[config.mk]
export PLATFORM = sky130hd
export DESIGN_NAME = gtpu_encap_ip_rewrite
export DESIGN_NICKNAME = d
export VERILOG_FILES = /design/src/hw/rtl/gtpu_enc_pkg.sv /design/src/hw/rtl/gtpu_enc_queue.sv /design/src/hw/rtl/gtpu_enc_front.sv /design/src/hw/rtl/gtpu_enc_back.sv /design/src/hw/rtl/gtpu_encap_ip_rewrite.sv
export SDC_FILE = /design/constraint.sdc
export NUM_CORES = 1
export LEC_CHECK = 0
export ABC_AREA = 1
export BUFFER_PORTS_ARGS = -buffer_cell sky130_fd_sc_hd__buf_2
export CAP_MARGIN = 0
export CORE_MARGIN = 3
export CORE_UTILIZATION = 56
export DETAILED_ROUTE_END_ITERATION = 10
export PLACE_DENSITY = 0.72
export SLEW_MARGIN = 20
export SYNTH_ARGS = -nofsm -noshare
export SYNTH_HDL_FRONTEND = slang
export SYNTH_SLANG_ARGS = --single-unit
[constraint.sdc]
create_clock -name clk -period 7.4 [get_ports clk]
set_clock_uncertainty 0.2 [all_clocks]
set_input_delay 0.37 -clock clk [delete_from_list [all_inputs] [get_ports clk]]
set_output_delay 0.37 -clock clk [all_outputs]
set_load 0.005 [all_outputs]
[src/hw/rtl/gtpu_enc_pkg.sv]
// Shared types, codes and constants of the GTP-U encapsulator.
// No dependencies; every other file of the block refers to it by scoped names.
`default_nettype none

package gtpu_enc_pkg;

    // Largest IPv4 header the block is built for.
    localparam int MAX_HEADER_BYTES_DFLT = 60;

    // Counters and indexes inside a command cover bursts of up to 64 bytes.
    localparam int CMD_CNT_W = 6;

    // Entries in the command queue between front and back.
    localparam int QUEUE_DEPTH = 4;

    // Configuration register indexes.
    localparam int CFG_INDEX_W = 2;
    localparam logic [CFG_INDEX_W-1:0] CFG_SRC_ADDR = 2'd0;
    localparam logic [CFG_INDEX_W-1:0] CFG_DST_ADDR = 2'd1;
    localparam logic [CFG_INDEX_W-1:0] CFG_TEID     = 2'd2;

    // GTP-U header constants.
    localparam logic [7:0] GTP_FLAGS    = 8'h30;
    localparam logic [7:0] GTP_MSG_TYPE = 8'hFF;

    // Command kinds handed from front to back.
    localparam int KIND_W = 3;
    localparam logic [KIND_W-1:0] KIND_PASS        = 3'd0; // emit the byte itself
    localparam logic [KIND_W-1:0] KIND_STORE       = 3'd1; // hold a header byte, no output
    localparam logic [KIND_W-1:0] KIND_GTP         = 3'd2; // GTP-U header plus IP bytes 0..3
    localparam logic [KIND_W-1:0] KIND_FLUSH_FIRST = 3'd3; // early end within IP bytes 0..3
    localparam logic [KIND_W-1:0] KIND_HDR_END     = 3'd4; // rewritten header tail
    localparam logic [KIND_W-1:0] KIND_FLUSH_STORE = 3'd5; // early end within held bytes

    typedef struct packed {
        logic [7:0] data_byte;
        logic       packet_last;
    } in_item_t;

    typedef struct packed {
        logic [7:0] out_byte;
        logic       out_packet_last;
        logic       run_last;
        logic       truncated;
    } out_item_t;

    typedef struct packed {
        logic [KIND_W-1:0]    kind;
        logic [7:0]           data;
        logic                 last;
        logic                 trunc;
        logic [CMD_CNT_W-1:0] idx;
        logic [CMD_CNT_W-1:0] final_index;
        logic [31:0]          word;
        logic [15:0]          ck;
    } cmd_t;

endpackage

`default_nettype wire

[src/hw/rtl/gtpu_enc_queue.sv]
// Short command queue that decouples the classifying front from the emitting back.
// Depends on gtpu_enc_pkg for the command type and the queue depth.
`default_nettype none

module gtpu_enc_queue (
    input  wire logic              clk,
    input  wire logic              rst_n,
    input  wire logic              push,
    input  gtpu_enc_pkg::cmd_t     wr_cmd,
    output logic                   full,
    input  wire logic              pop,
    output gtpu_enc_pkg::cmd_t     head,
    output logic                   empty
);

    localparam int PTR_W = $clog2(gtpu_enc_pkg::QUEUE_DEPTH);
    localparam int CNT_W = $clog2(gtpu_enc_pkg::QUEUE_DEPTH + 1);

    gtpu_enc_pkg::cmd_t entry_reg [gtpu_enc_pkg::QUEUE_DEPTH];
    logic [PTR_W-1:0] wr_ptr_reg;
    logic [PTR_W-1:0] rd_ptr_reg;
    logic [CNT_W-1:0] count_reg;
    logic             do_push;
    logic             do_pop;

    assign full    = (count_reg == CNT_W'(gtpu_enc_pkg::QUEUE_DEPTH));
    assign empty   = (count_reg == '0);
    assign do_push = push && !full;
    assign do_pop  = pop && !empty;
    assign head    = entry_reg[rd_ptr_reg];

    always_ff @(posedge clk or negedge rst_n) begin
        if (!rst_n)
        begin
            wr_ptr_reg <= '0;
            rd_ptr_reg <= '0;
            count_reg  <= '0;
        end
        else
        begin
            if (do_push)
            begin
                wr_ptr_reg <= wr_ptr_reg + PTR_W'(1);
            end
            if (do_pop)
            begin
                rd_ptr_reg <= rd_ptr_reg + PTR_W'(1);
            end
            if (do_push && !do_pop)
            begin
                count_reg <= count_reg + CNT_W'(1);
            end
            else if (do_pop && !do_push)
            begin
                count_reg <= count_reg - CNT_W'(1);
            end
        end
    end

    always_ff @(posedge clk) begin
        if (do_push)
        begin
            entry_reg[wr_ptr_reg] <= wr_cmd;
        end
    end

endmodule

`default_nettype wire

[src/hw/rtl/gtpu_enc_front.sv]
// Front end: accepts IPv4 bytes, tracks the header and the checksum, issues commands.
// Depends on gtpu_enc_pkg for the item and command types and the command kinds.
`default_nettype none

module gtpu_enc_front #(
    parameter int MAX_HEADER_BYTES = gtpu_enc_pkg::MAX_HEADER_BYTES_DFLT
) (
    input  wire logic                   clk,
    input  wire logic                   rst_n,
    input  wire logic                   pkt_valid,
    output logic                        pkt_stall,
    input  gtpu_enc_pkg::in_item_t      pkt_item,
    input  wire logic [31:0]            src_addr,
    input  wire logic [31:0]            dst_addr,
    input  wire logic                   q_full,
    output logic                        push,
    output gtpu_enc_pkg::cmd_t          cmd
);

    localparam int HLEN_W = $clog2(MAX_HEADER_BYTES + 1);

    function automatic logic [15:0] fold_add(input logic [15:0] a, input logic [15:0] b);
        logic [16:0] s;
        s = {1'b0, a} + {1'b0, b};
        return s[15:0] + {15'd0, s[16]};
    endfunction

    logic [15:0]       pos_reg;
    logic [HLEN_W-1:0] hlen_reg;
    logic [31:0]       fb_reg;
    logic [15:0]       acc_reg;
    logic [15:0]       src_sum_reg;
    logic [15:0]       dst_sum_reg;
    logic [15:0]       addr_sum_reg;

    logic              accept;
    logic              has_cmd;
    logic [7:0]        b;
    logic              last;
    logic [3:0]        ihl;
    logic [5:0]        hl_raw;
    logic [HLEN_W-1:0] hlen_eff;
    logic [15:0]       hlen16;
    logic              in_sum;
    logic [15:0]       word16;
    logic [15:0]       acc1;
    logic [15:0]       ck;
    logic [31:0]       fb_new;
    logic [31:0]       fb_aligned;

    assign b         = pkt_item.data_byte;
    assign last      = pkt_item.packet_last;
    assign pkt_stall = q_full;
    assign accept    = pkt_valid && !q_full;
    assign push      = accept && has_cmd;

    // Header length from IHL at the first byte, with small and oversized values bounded.
    always_comb begin
        ihl    = (b[3:0] < 4'd5) ? 4'd5 : b[3:0];
        hl_raw = {ihl, 2'b00};
        if (pos_reg == 16'd0)
        begin
            if (hl_raw > 6'(MAX_HEADER_BYTES))
            begin
                hlen_eff = HLEN_W'(MAX_HEADER_BYTES);
            end
            else
            begin
                hlen_eff = HLEN_W'(hl_raw);
            end
        end
        else
        begin
            hlen_eff = hlen_reg;
        end
    end

    assign hlen16 = 16'(hlen_eff);

    // Checksum field and both addresses are left out of the running sum.
    assign in_sum = (pos_reg < hlen16) && ((pos_reg < 16'd10) || (pos_reg >= 16'd20));
    assign word16 = pos_reg[0] ? {8'h00, b} : {b, 8'h00};
    assign acc1   = in_sum ? fold_add(acc_reg, word16) : acc_reg;
    assign ck     = ~fold_add(acc1, addr_sum_reg);
    assign fb_new = {fb_reg[23:0], b};

    always_comb begin
        unique case (pos_reg[1:0])
            2'd0:    fb_aligned = {fb_new[7:0], 24'd0};
            2'd1:    fb_aligned = {fb_new[15:0], 16'd0};
            2'd2:    fb_aligned = {fb_new[23:0], 8'd0};
            default: fb_aligned = fb_new;
        endcase
    end

    always_comb begin
        cmd             = '0;
        cmd.data        = b;
        cmd.last        = last;
        cmd.idx         = gtpu_enc_pkg::CMD_CNT_W'(pos_reg - 16'd10);
        cmd.ck          = ck;
        has_cmd         = 1'b1;
        priority if (pos_reg < 16'd4)
        begin
            if (last)
            begin
                cmd.kind        = gtpu_enc_pkg::KIND_FLUSH_FIRST;
                cmd.trunc       = 1'b1;
                cmd.final_index = gtpu_enc_pkg::CMD_CNT_W'(pos_reg[1:0]);
                cmd.word        = fb_aligned;
            end
            else if (pos_reg == 16'd3)
            begin
                cmd.kind        = gtpu_enc_pkg::KIND_GTP;
                cmd.final_index = gtpu_enc_pkg::CMD_CNT_W'(11);
                cmd.word        = fb_new;
            end
            else
            begin
                has_cmd = 1'b0;
            end
        end
        else if (pos_reg < 16'd10)
        begin
            cmd.kind  = gtpu_enc_pkg::KIND_PASS;
            cmd.trunc = last;
        end
        else if (pos_reg < hlen16)
        begin
            if (pos_reg == hlen16 - 16'd1)
            begin
                cmd.kind        = gtpu_enc_pkg::KIND_HDR_END;
                cmd.final_index = gtpu_enc_pkg::CMD_CNT_W'(hlen16 - 16'd11);
            end
            else if (last)
            begin
                cmd.kind        = gtpu_enc_pkg::KIND_FLUSH_STORE;
                cmd.trunc       = 1'b1;
                cmd.final_index = gtpu_enc_pkg::CMD_CNT_W'(pos_reg - 16'd10);
            end
            else
            begin
                cmd.kind = gtpu_enc_pkg::KIND_STORE;
            end
        end
        else
        begin
            cmd.kind = gtpu_enc_pkg::KIND_PASS;
        end
    end

    always_ff @(posedge clk or negedge rst_n) begin
        if (!rst_n)
        begin
            pos_reg  <= '0;
            hlen_reg <= HLEN_W'(20);
            fb_reg   <= '0;
            acc_reg  <= '0;
        end
        else if (accept)
        begin
            if (last)
            begin
                pos_reg  <= '0;
                hlen_reg <= HLEN_W'(20);
                fb_reg   <= '0;
                acc_reg  <= '0;
            end
            else
            begin
                if (pos_reg != 16'hFFFF)
                begin
                    pos_reg <= pos_reg + 16'd1;
                end
                hlen_reg <= hlen_eff;
                if (pos_reg < 16'd4)
                begin
                    fb_reg <= fb_new;
                end
                acc_reg <= acc1;
            end
        end
    end

    // The address contribution to the checksum is summed ahead of time; the user must
    // change the addresses only while no packet is in flight; nothing here enforces it.
    always_ff @(posedge clk or negedge rst_n) begin
        if (!rst_n)
        begin
            src_sum_reg  <= '0;
            dst_sum_reg  <= '0;
            addr_sum_reg <= '0;
        end
        else
        begin
            src_sum_reg  <= fold_add(src_addr[31:16], src_addr[15:0]);
            dst_sum_reg  <= fold_add(dst_addr[31:16], dst_addr[15:0]);
            addr_sum_reg <= fold_add(src_sum_reg, dst_sum_reg);
        end
    end

endmodule

`default_nettype wire

[src/hw/rtl/gtpu_enc_back.sv]
// Back end: carries out queued commands, holds header bytes and drives the output register.
// Depends on gtpu_enc_pkg for the command and output types and the command kinds.
`default_nettype none

module gtpu_enc_back #(
    parameter int MAX_HEADER_BYTES = gtpu_enc_pkg::MAX_HEADER_BYTES_DFLT
) (
    input  wire logic                   clk,
    input  wire logic                   rst_n,
    input  wire logic                   q_empty,
    input  gtpu_enc_pkg::cmd_t          q_head,
    output logic                        q_pop,
    input  wire logic [31:0]            src_addr,
    input  wire logic [31:0]            dst_addr,
    input  wire logic [31:0]            teid,
    output logic                        gtp_valid,
    input  wire logic                   gtp_stall,
    output gtpu_enc_pkg::out_item_t     gtp_item
);

    localparam int DEPTH = MAX_HEADER_BYTES - 10;
    localparam int IDX_W = $clog2(DEPTH);
    localparam int CW    = gtpu_enc_pkg::CMD_CNT_W;

    localparam logic ST_IDLE = 1'b0;
    localparam logic ST_RUN  = 1'b1;

    function automatic logic [7:0] byte_sel(input logic [31:0] w, input logic [1:0] k);
        logic [7:0] r;
        unique case (k)
            2'd0:    r = w[31:24];
            2'd1:    r = w[23:16];
            2'd2:    r = w[15:8];
            default: r = w[7:0];
        endcase
        return r;
    endfunction

    logic [7:0]              store_mem [DEPTH];
    logic [7:0]              rdata_reg;
    logic                    state_reg;
    logic                    state_next;
    logic [CW-1:0]           cnt_reg;
    logic [CW-1:0]           cnt_next;
    gtpu_enc_pkg::cmd_t      cmd_reg;
    logic                    out_valid_reg;
    gtpu_enc_pkg::out_item_t out_item_reg;

    logic                    out_free;
    logic                    emit;
    logic                    done;
    logic                    wr_en;
    logic [IDX_W-1:0]        wr_idx;
    logic [IDX_W-1:0]        rd_idx;
    logic [1:0]              k_addr;
    logic [7:0]              out_byte;

    assign out_free = !out_valid_reg || !gtp_stall;
    assign emit     = (state_reg == ST_RUN) && out_free;
    assign done     = emit && (cnt_reg == cmd_reg.final_index);
    assign q_pop    = !q_empty && ((state_reg == ST_IDLE) || done);

    assign wr_en  = q_pop && ((q_head.kind == gtpu_enc_pkg::KIND_STORE)
                           || (q_head.kind == gtpu_enc_pkg::KIND_HDR_END)
                           || (q_head.kind == gtpu_enc_pkg::KIND_FLUSH_STORE));
    assign wr_idx = q_head.idx[IDX_W-1:0];

    always_comb begin
        state_next = state_reg;
        cnt_next   = cnt_reg;
        if (q_pop)
        begin
            cnt_next   = '0;
            state_next = (q_head.kind == gtpu_enc_pkg::KIND_STORE) ? ST_IDLE : ST_RUN;
        end
        else if (done)
        begin
            state_next = ST_IDLE;
        end
        else if (emit)
        begin
            cnt_next = cnt_reg + CW'(1);
        end
    end

    // The read address follows the counter's next value, so the held byte for the
    // current count is already in the read register when it is emitted.
    assign rd_idx = (cnt_next < CW'(DEPTH)) ? cnt_next[IDX_W-1:0] : '0;

    always_ff @(posedge clk) begin
        if (wr_en)
        begin
            store_mem[wr_idx] <= q_head.data;
        end
        if (wr_en && (wr_idx == rd_idx))
        begin
            rdata_reg <= q_head.data;
        end
        else
        begin
            rdata_reg <= store_mem[rd_idx];
        end
    end

    assign k_addr = cnt_reg[1:0] - 2'd2;

    always_comb begin
        out_byte = cmd_reg.data;
        unique case (cmd_reg.kind)
            gtpu_enc_pkg::KIND_GTP:
            begin
                if (cnt_reg == CW'(0))
                begin
                    out_byte = gtpu_enc_pkg::GTP_FLAGS;
                end
                else if (cnt_reg == CW'(1))
                begin
                    out_byte = gtpu_enc_pkg::GTP_MSG_TYPE;
                end
                else if ((cnt_reg >= CW'(4)) && (cnt_reg < CW'(8)))
                begin
                    out_byte = byte_sel(teid, cnt_reg[1:0]);
                end
                else
                begin
                    out_byte = byte_sel(cmd_reg.word, cnt_reg[1:0]);
                end
            end
            gtpu_enc_pkg::KIND_FLUSH_FIRST:
            begin
                out_byte = byte_sel(cmd_reg.word, cnt_reg[1:0]);
            end
            gtpu_enc_pkg::KIND_HDR_END:
            begin
                if (cnt_reg == CW'(0))
                begin
                    out_byte = cmd_reg.ck[15:8];
                end
                else if (cnt_reg == CW'(1))
                begin
                    out_byte = cmd_reg.ck[7:0];
                end
                else if (cnt_reg < CW'(6))
                begin
                    out_byte = byte_sel(src_addr, k_addr);
                end
                else if (cnt_reg < CW'(10))
                begin
                    out_byte = byte_sel(dst_addr, k_addr);
                end
                else
                begin
                    out_byte = rdata_reg;
                end
            end
            gtpu_enc_pkg::KIND_FLUSH_STORE:
            begin
                out_byte = rdata_reg;
            end
            default:
            begin
                out_byte = cmd_reg.data;
            end
        endcase
    end

    always_ff @(posedge clk or negedge rst_n) begin
        if (!rst_n)
        begin
            state_reg     <= ST_IDLE;
            cnt_reg       <= '0;
            out_valid_reg <= 1'b0;
        end
        else
        begin
            state_reg <= state_next;
            cnt_reg   <= cnt_next;
            if (out_free)
            begin
                out_valid_reg <= emit;
            end
        end
    end

    always_ff @(posedge clk) begin
        if (q_pop)
        begin
            cmd_reg <= q_head;
        end
        if (emit)
        begin
            out_item_reg.out_byte        <= out_byte;
            out_item_reg.out_packet_last <= done && cmd_reg.last;
            out_item_reg.run_last        <= done;
            out_item_reg.truncated       <= cmd_reg.trunc;
        end
    end

    assign gtp_valid = out_valid_reg;
    assign gtp_item  = out_item_reg;

endmodule

`default_nettype wire

[src/hw/rtl/gtpu_encap_ip_rewrite.sv]
// GTP-U encapsulator with IPv4 address rewrite. A pass-through byte passes the command
// queue, the back end's command register and the output register; such bytes stream at
// one per cycle while the output is not stalled. The 12-byte GTP-U burst is sent at IP
// byte 3. The input stalls while the 4-entry command queue is full. Reset clears the
// configuration to zero and all packet state; the header store holds no meaningful
// data until written and gets no clearing pass.
`default_nettype none

module gtpu_encap_ip_rewrite #(
    parameter int MAX_HEADER_BYTES = gtpu_enc_pkg::MAX_HEADER_BYTES_DFLT
) (
    input  wire logic                                 clk,
    input  wire logic                                 rst_n,
    input  wire logic                                 pkt_valid,
    output logic                                      pkt_stall,
    input  gtpu_enc_pkg::in_item_t                    pkt_item,
    output logic                                      gtp_valid,
    input  wire logic                                 gtp_stall,
    output gtpu_enc_pkg::out_item_t                   gtp_item,
    input  wire logic                                 cfg_valid,
    output logic                                      cfg_ready,
    input  wire logic [gtpu_enc_pkg::CFG_INDEX_W-1:0] cfg_index,
    input  wire logic [31:0]                          cfg_data
);

    logic [31:0]        src_addr_reg;
    logic [31:0]        dst_addr_reg;
    logic [31:0]        teid_reg;

    logic               q_full;
    logic               q_empty;
    logic               q_push;
    logic               q_pop;
    gtpu_enc_pkg::cmd_t q_wr_cmd;
    gtpu_enc_pkg::cmd_t q_head;

    assign cfg_ready = 1'b1;

    always_ff @(posedge clk or negedge rst_n) begin
        if (!rst_n)
        begin
            src_addr_reg <= '0;
            dst_addr_reg <= '0;
            teid_reg     <= '0;
        end
        else if (cfg_valid && cfg_ready)
        begin
            unique case (cfg_index)
                gtpu_enc_pkg::CFG_SRC_ADDR: src_addr_reg <= cfg_data;
                gtpu_enc_pkg::CFG_DST_ADDR: dst_addr_reg <= cfg_data;
                gtpu_enc_pkg::CFG_TEID:     teid_reg     <= cfg_data;
                default:
                begin
                end
            endcase
        end
    end

    gtpu_enc_front #(
        .MAX_HEADER_BYTES(MAX_HEADER_BYTES)
    ) u_front (
        .clk       (clk),
        .rst_n     (rst_n),
        .pkt_valid (pkt_valid),
        .pkt_stall (pkt_stall),
        .pkt_item  (pkt_item),
        .src_addr  (src_addr_reg),
        .dst_addr  (dst_addr_reg),
        .q_full    (q_full),
        .push      (q_push),
        .cmd       (q_wr_cmd)
    );

    gtpu_enc_queue u_queue (
        .clk    (clk),
        .rst_n  (rst_n),
        .push   (q_push),
        .wr_cmd (q_wr_cmd),
        .full   (q_full),
        .pop    (q_pop),
        .head   (q_head),
        .empty  (q_empty)
    );

    gtpu_enc_back #(
        .MAX_HEADER_BYTES(MAX_HEADER_BYTES)
    ) u_back (
        .clk       (clk),
        .rst_n     (rst_n),
        .q_empty   (q_empty),
        .q_head    (q_head),
        .q_pop     (q_pop),
        .src_addr  (src_addr_reg),
        .dst_addr  (dst_addr_reg),
        .teid      (teid_reg),
        .gtp_valid (gtp_valid),
        .gtp_stall (gtp_stall),
        .gtp_item  (gtp_item)
    );

endmodule

`default_nettype wire

==> impl_metrics.toml, run 1 <==
[outcome]
outcome = "completed"

[setup_path]
worst-path-buf-inv = 6
required_ns = 7.58
crit_path_start_kind = "flip-flop"
cp_common_cell = "nand2_1"
slowest_delay_ns = 0.51
cp-end-kind = "flip-flop"
arrival_ns = 6.98
crit_family = "simple AND/OR/NAND/NOR gates"
worstPathMaxFanout = 16
crit_slowest_cell = "dfrtp_1"
critPathKind = "flip-flop to flip-flop"

[logic_synthesis]
yosys.area_share.simple_pct = 16.59
synthAdderAreaFrac_pct = 3.379
syn_nets = 4710
async_flop_share_pct = 22.17
muxShareOfSynthArea_pct = 0.02421
synth_compound_area_share_pct = 11.54
synth_cells = 4540
yosys.cell_types.count = 72
synth-main-ff-cell = "edfxtp_1"
synth_top_family_by_area = "simple AND/OR/NAND/NOR gates"
synthXorXnorAreaFrac_pct = 2.053
syn-cell-area_um2 = 46500
avgSynthCellArea_um2 = 10.24
ys_seq_area_share_pct = 61.88
ys_ff_latch = 997
yosysWarnings = 0
synth_edf_count = 770

[clock_network]
path_clk_slew_ns = 0.06
cts_buffers = 98
clk_latency_ns = 0.67
root_buffer = "clkbuf_16"
htreeDepth = 3
cts_buffer_depth = 3
clock_sinks = 997
cts_tree = "yes"

[sta]
maxSlewViolCount = 0
final-setup-viol-count = 0
hold_violations = 0
max_slew_margin_pct = 26.99
finalCriticalPeriod_ns = 6.795
worst_pin_slew_ns = 1.094
setup-tns-final_ns = 0
max_freq_mhz = 147.2
hold_ws_ns = 0.05787
fin_crit_sh_pct = 91.82

[pwr]
p_leak_uw = 0.02018
vdd_drop_max_mv = 0.4166
power-per-cell-area_nw_per_um2 = 482.9
intPower_uw = 14220
p_total_uw = 24930
clkPwrFrac_pct = 20.2
power_switching_uw = 10710
swShare_pct = 42.97
seq_power_share_pct = 34.9
power.share.combinational_pct = 44.9

[layout]
most-common-layout-cells = "nand2_1, edfxtp_1, nor2_1"
finish.utilization_pct = 62.88
finalNetCount = 4757
final_common_cell = "nand2_1"
largest_reg_flops = 400
syn_to_final_growth_pct = 11.01
antenna_cells = 0
drive_above_1_share_pct = 7.709

[drt]
drc = 0
drt_iter0_drc = 3706
wl_mm = 121.0
first_pass_iters = 6
postRouteAntennaNets = 0
viasPerCell = 5.921
vias = 33990
avgRoutedWirePerCell_um = 21.08

[floorplanning]
start_util_pct = 56.64
core_area_um2 = 82110
die_y_um = 294.2
core.rowCount = 105
dieWidth_um = 294.2
die_area_um2 = 86540
ios = 62

[global_route]
grt_overflow_total = 0
grt_use_total_pct = 27.77
grt_max_degree = 162
grt_pass1_vias = 32030
grt_pass1_wl_mm = 186.3
antenna_found_initial = 3

[placement]
post-dp-hpwl_mm = 77.75
portBuffers = 60
routabilityCongestion = 0.9135

[run]
cap_violations = 0

[min_path]
hold_path.class = "input port to asynchronous set/reset pin"
[metal layers]
metal | GRT usage (%) | wire, um | up-vias
met1 | 39.16 | 50300 | 16390
li1 | - | - | 15910
met3 | 3.887 | 9852 | 215
met2 | 45.05 | 57120 | 1471
met5 | 0 | 0 | -
met4 | 8.776 | 3731 | 0
[power groups by stage]
stage                     registers, uW  clock network, uW  logic, uW
after floorplan                    8560                  0       7620
after global placement             8760                  0      10900
after detailed placement           8780                  0      11000
after CTS                          8680               5090      11100
after global routing               8770               5310      12400
final                              8690               5040      11200
[worst paths after layout]
path                                     from  depth (start not counted)  slack [ns]                  endpoint
setup / recovery           u_front.pos_reg[1]                         38        0.61  u_queue.entry_reg[1][12]
hold / removal                          rst_n                          2        0.06       u_front.pos_reg[15]
setup reg to reg           u_front.pos_reg[1]                         38        0.61  u_queue.entry_reg[1][12]
hold reg to reg            u_back.cmd_reg[60]                          0        0.25        u_back.gtp_item[0]
max in group asynchronous               rst_n                          3        5.57          src_addr_reg[26]
min in group clk                    cfg_valid                          5        0.20          src_addr_reg[10]
[through the flow]
step | instances | setup WS, ns | instance area, um2
floorplan | 4540 | 0.9990 | 46500
global placement | 5510 | 0.4325 | 47830
detailed placement | 5510 | 0.3433 | 47830
CTS | 5737 | 0.4314 | 51550
global route | 5740 | -0.03486 | 51630
finish | 5740 | 0.6053 | 51630
[cells by family after synthesis]
family / count (synthesis)
muxes: 1
buffers and inverters: 544
other: 1
and+or+nand+nor: 1811
adders and majority gates: 122
xor gates and xnor gates: 109
AOI/OAI and AO/OA: 955
DFF: 997
[repair_timing]
action                     in CTS  in global routing
setup endpoints to repair       0                 32
resized for setup               0                 11
hold buffers                   44                  0
hold endpoints to repair      203                  0
setup buffers                   0                  3
[synth_stat cells, types with 4 or more instances]
master    number  share of area, %
a21boi_0       7              0.11
a21o_1         4             0.065
a21oi_1      180               1.9
a221oi_1       8              0.15
a22o_1         6              0.11
a22oi_1        8              0.13
a31oi_1       20              0.27
a32oi_1        6              0.11
and2_1        16              0.22
buf_1         12             0.097
buf_2         22              0.24
clkbuf_1     160               1.3
dfrtp_1      219                12
dfxtp_1        6              0.26
edfxtp_1     770                50
fa_1           6              0.26
ha_1         116               3.1
inv_1        332               2.7
inv_2          8             0.065
nand2_1      812               6.6
nand2_2       10              0.13
nand2_4        4             0.097
nand3_1      274               2.9
nand3_2        5              0.11
nand3b_1       7              0.11
nand4_1       39              0.52
nor2_1       566               4.6
nor2_2         4             0.054
nor2_4         6              0.15
nor3_1        29              0.31
nor4_1        10              0.13
o211ai_1      16              0.26
o21a_1         6             0.097
o21ai_0      493               5.3
o21bai_1      14              0.23
o221ai_1      25              0.47
o22ai_1      143               1.9
or2_2         12              0.16
xnor2_1       35              0.66
xor2_1        74               1.4
[layout make-up]
cell class	instances	area (um2)
Fill cell	6432	30480
Multi-Input combinational cell	2999	15820
Clock buffer	130	2725
Sequential cell	997	28790
Inverter	345	1306
Clock inverter	53	561.8
Timing Repair Buffer	146	1089
Tap cell	1070	1339
No activity file was read; power rests on OpenSTA's default activity.
==> run 2, diff against run 1 <==
- RECOVER_POWER: not set -> 25
==> impl_metrics.toml, run 2 (same netlist as run 1, synthesis figures left out) <==
[drt]
drc = 0
viasPerCell = 5.934
first_pass_iters = 6
drt_iter0_drc = 3610
vias = 34060
avgRoutedWirePerCell_um = 21.09
wl_mm = 121.0
postRouteAntennaNets = 0

[setup_path]
cp-startpoint = "u_front.pos_reg[1]"
worstPathMaxFanout = 16
crit_path_start_kind = "flip-flop"
r2r-end = "u_queue.entry_reg[1][12]"
crit_family = "simple AND/OR/NAND/NOR gates"
arrival_ns = 7.01
crit_slowest_cell = "dfrtp_1"
worst-path-buf-inv = 6
cp_common_cell = "nand2_1"
cp-end-kind = "flip-flop"
rrSetupSlack_ns = 0.58
required_ns = 7.59
slowest_delay_ns = 0.51
reg2reg_depth = 38
critPathKind = "flip-flop to flip-flop"
r2r_start = "u_front.pos_reg[1]"

[pwr]
p_leak_uw = 0.02017
vdd_drop_max_mv = 0.4163
p_total_uw = 24930
power-per-cell-area_nw_per_um2 = 483.1

[layout]
register_area_um2 = 28790
syn_to_final_growth_pct = 10.98
fill_cells = 6435
most-common-layout-cells = "nand2_1, edfxtp_1, nor2_1"
largest_reg_flops = 400
finalNetCount = 4757
final_common_cell = "nand2_1"
multiInputGateArea_um2 = 15820
finish.utilization_pct = 62.86
final_area_um2 = 51610
antenna_cells = 0
drive_above_1_share_pct = 7.602

[sta]
max_slew_margin_pct = -169.6
hold_ws_ns = 0.1996
worst_pin_slew_ns = 4.045
final-setup-viol-count = 0
fin_crit_sh_pct = 92.22
setup-tns-final_ns = 0
max_freq_mhz = 146.5
maxSlewViolCount = 61
finalCriticalPeriod_ns = 6.825
hold_violations = 0

[floorplanning]
core_area_um2 = 82110
die_y_um = 294.2
ios = 62
dieWidth_um = 294.2
start_util_pct = 56.64
die_area_um2 = 86540
core.rowCount = 105

[clock_network]
root_buffer = "clkbuf_16"
clk_latency_ns = 0.68
path_clk_slew_ns = 0.06
clock_sinks = 997
cts_tree = "yes"
cts_buffers = 98
cts_buffer_depth = 3
htreeDepth = 3

[min_path]
min-delay-start = "cfg_valid"
hold_path.class = "input port to flip-flop"
whs_endpoint = "src_addr_reg[10]"
hold_path_depth = 5

[global_route]
grt_pass1_wl_mm = 186.3
grt_overflow_total = 0
grt_use_total_pct = 27.77
grt_max_degree = 162
grt_pass1_vias = 32030
antenna_found_initial = 3

[outcome]
outcome = "complete, but fails checks"
violations = "capacitance limit, slew limit"

[placement]
portBuffers = 60
dpl_cell_area_um2 = 47830
post-dp-hpwl_mm = 77.75
routabilityCongestion = 0.9135

[run]
cap_violations = 1
run 2: cell count changes in the layout (fill, tap and decap cells not counted):
| cell | before | now |
|---|---|---|
| clkbuf_1 | 19 | 24 |
| buf_8 | 2 | 1 |
| buf_2 | 58 | 54 |
run 2: area by class of cell:
type                    instances  area share [%]
repair buffers                146           2.078
clock inverters                53           1.089
flip-flops and latches        997           55.78
clock buffers                 130           5.280
well taps                    1070           2.594
multi-input cells            2999           30.65
inverters                     345           2.531
run 2: how the worst max path moves through the flow:
stage	end	slack [ns]	cells after the start
6_report	u_queue.entry_reg[1][12]	0.58	38
5_1_grt	u_queue.entry_reg[0][12]	-0.03	44
3_3_place_gp	u_queue.entry_reg[0][12]	0.43	43
3_5_place_dp	u_queue.entry_reg[0][12]	0.34	43
2_1_floorplan	u_queue.entry_reg[0][12]	1.0	43
4_1_cts	u_queue.entry_reg[3][12]	0.43	40
run 2: metrics by stage:
| stage | worst slack (ns) | cells |
|---|---|---|
| after floorplan | 0.9990 | 4540 |
| after global placement | 0.4325 | 5510 |
| after detailed placement | 0.3433 | 5510 |
| after CTS | 0.4314 | 5737 |
| after global routing | -0.03486 | 5740 |
| final | 0.5755 | 5740 |
run 2: power by group:
part,internal (uW),switching [uW],total [uW],leakage [uW]
sequential,8160,531,8690,0.00981
clock,2890,2150,5040,0.00160
combinational,3160,8040,11200,0.00875
total,14200,10700,24900,0.0202
run 2: layer usage:
layer  GRT usage (%)  share of wire [%]  up-vias
li1                -                  -    15920
met4           8.776                2.9        0
met1           39.16                 41    16430
met2           45.05                 47     1506
met3           3.887                8.2      208
met5               0                  0        -
run 2: repair_timing:
action | in CTS | in global routing
gates resized for setup | 0 | 11
hold endpoints to repair | 203 | 0
buffers inserted | 0 | 3
hold buffers | 44 | 0
endpoints found under the setup margin | 0 | 32
run 2: worst register-to-register path: cells and delay by family, from the launching register on:
| family | cells | cell delay, ns |
|---|---|---|
| simple gates | 21 | 2.83 |
| buf+inv | 6 | 0.67 |
| flops | 1 | 0.51 |
| compound gates | 6 | 0.84 |
| fa+ha+maj | 5 | 1.50 |
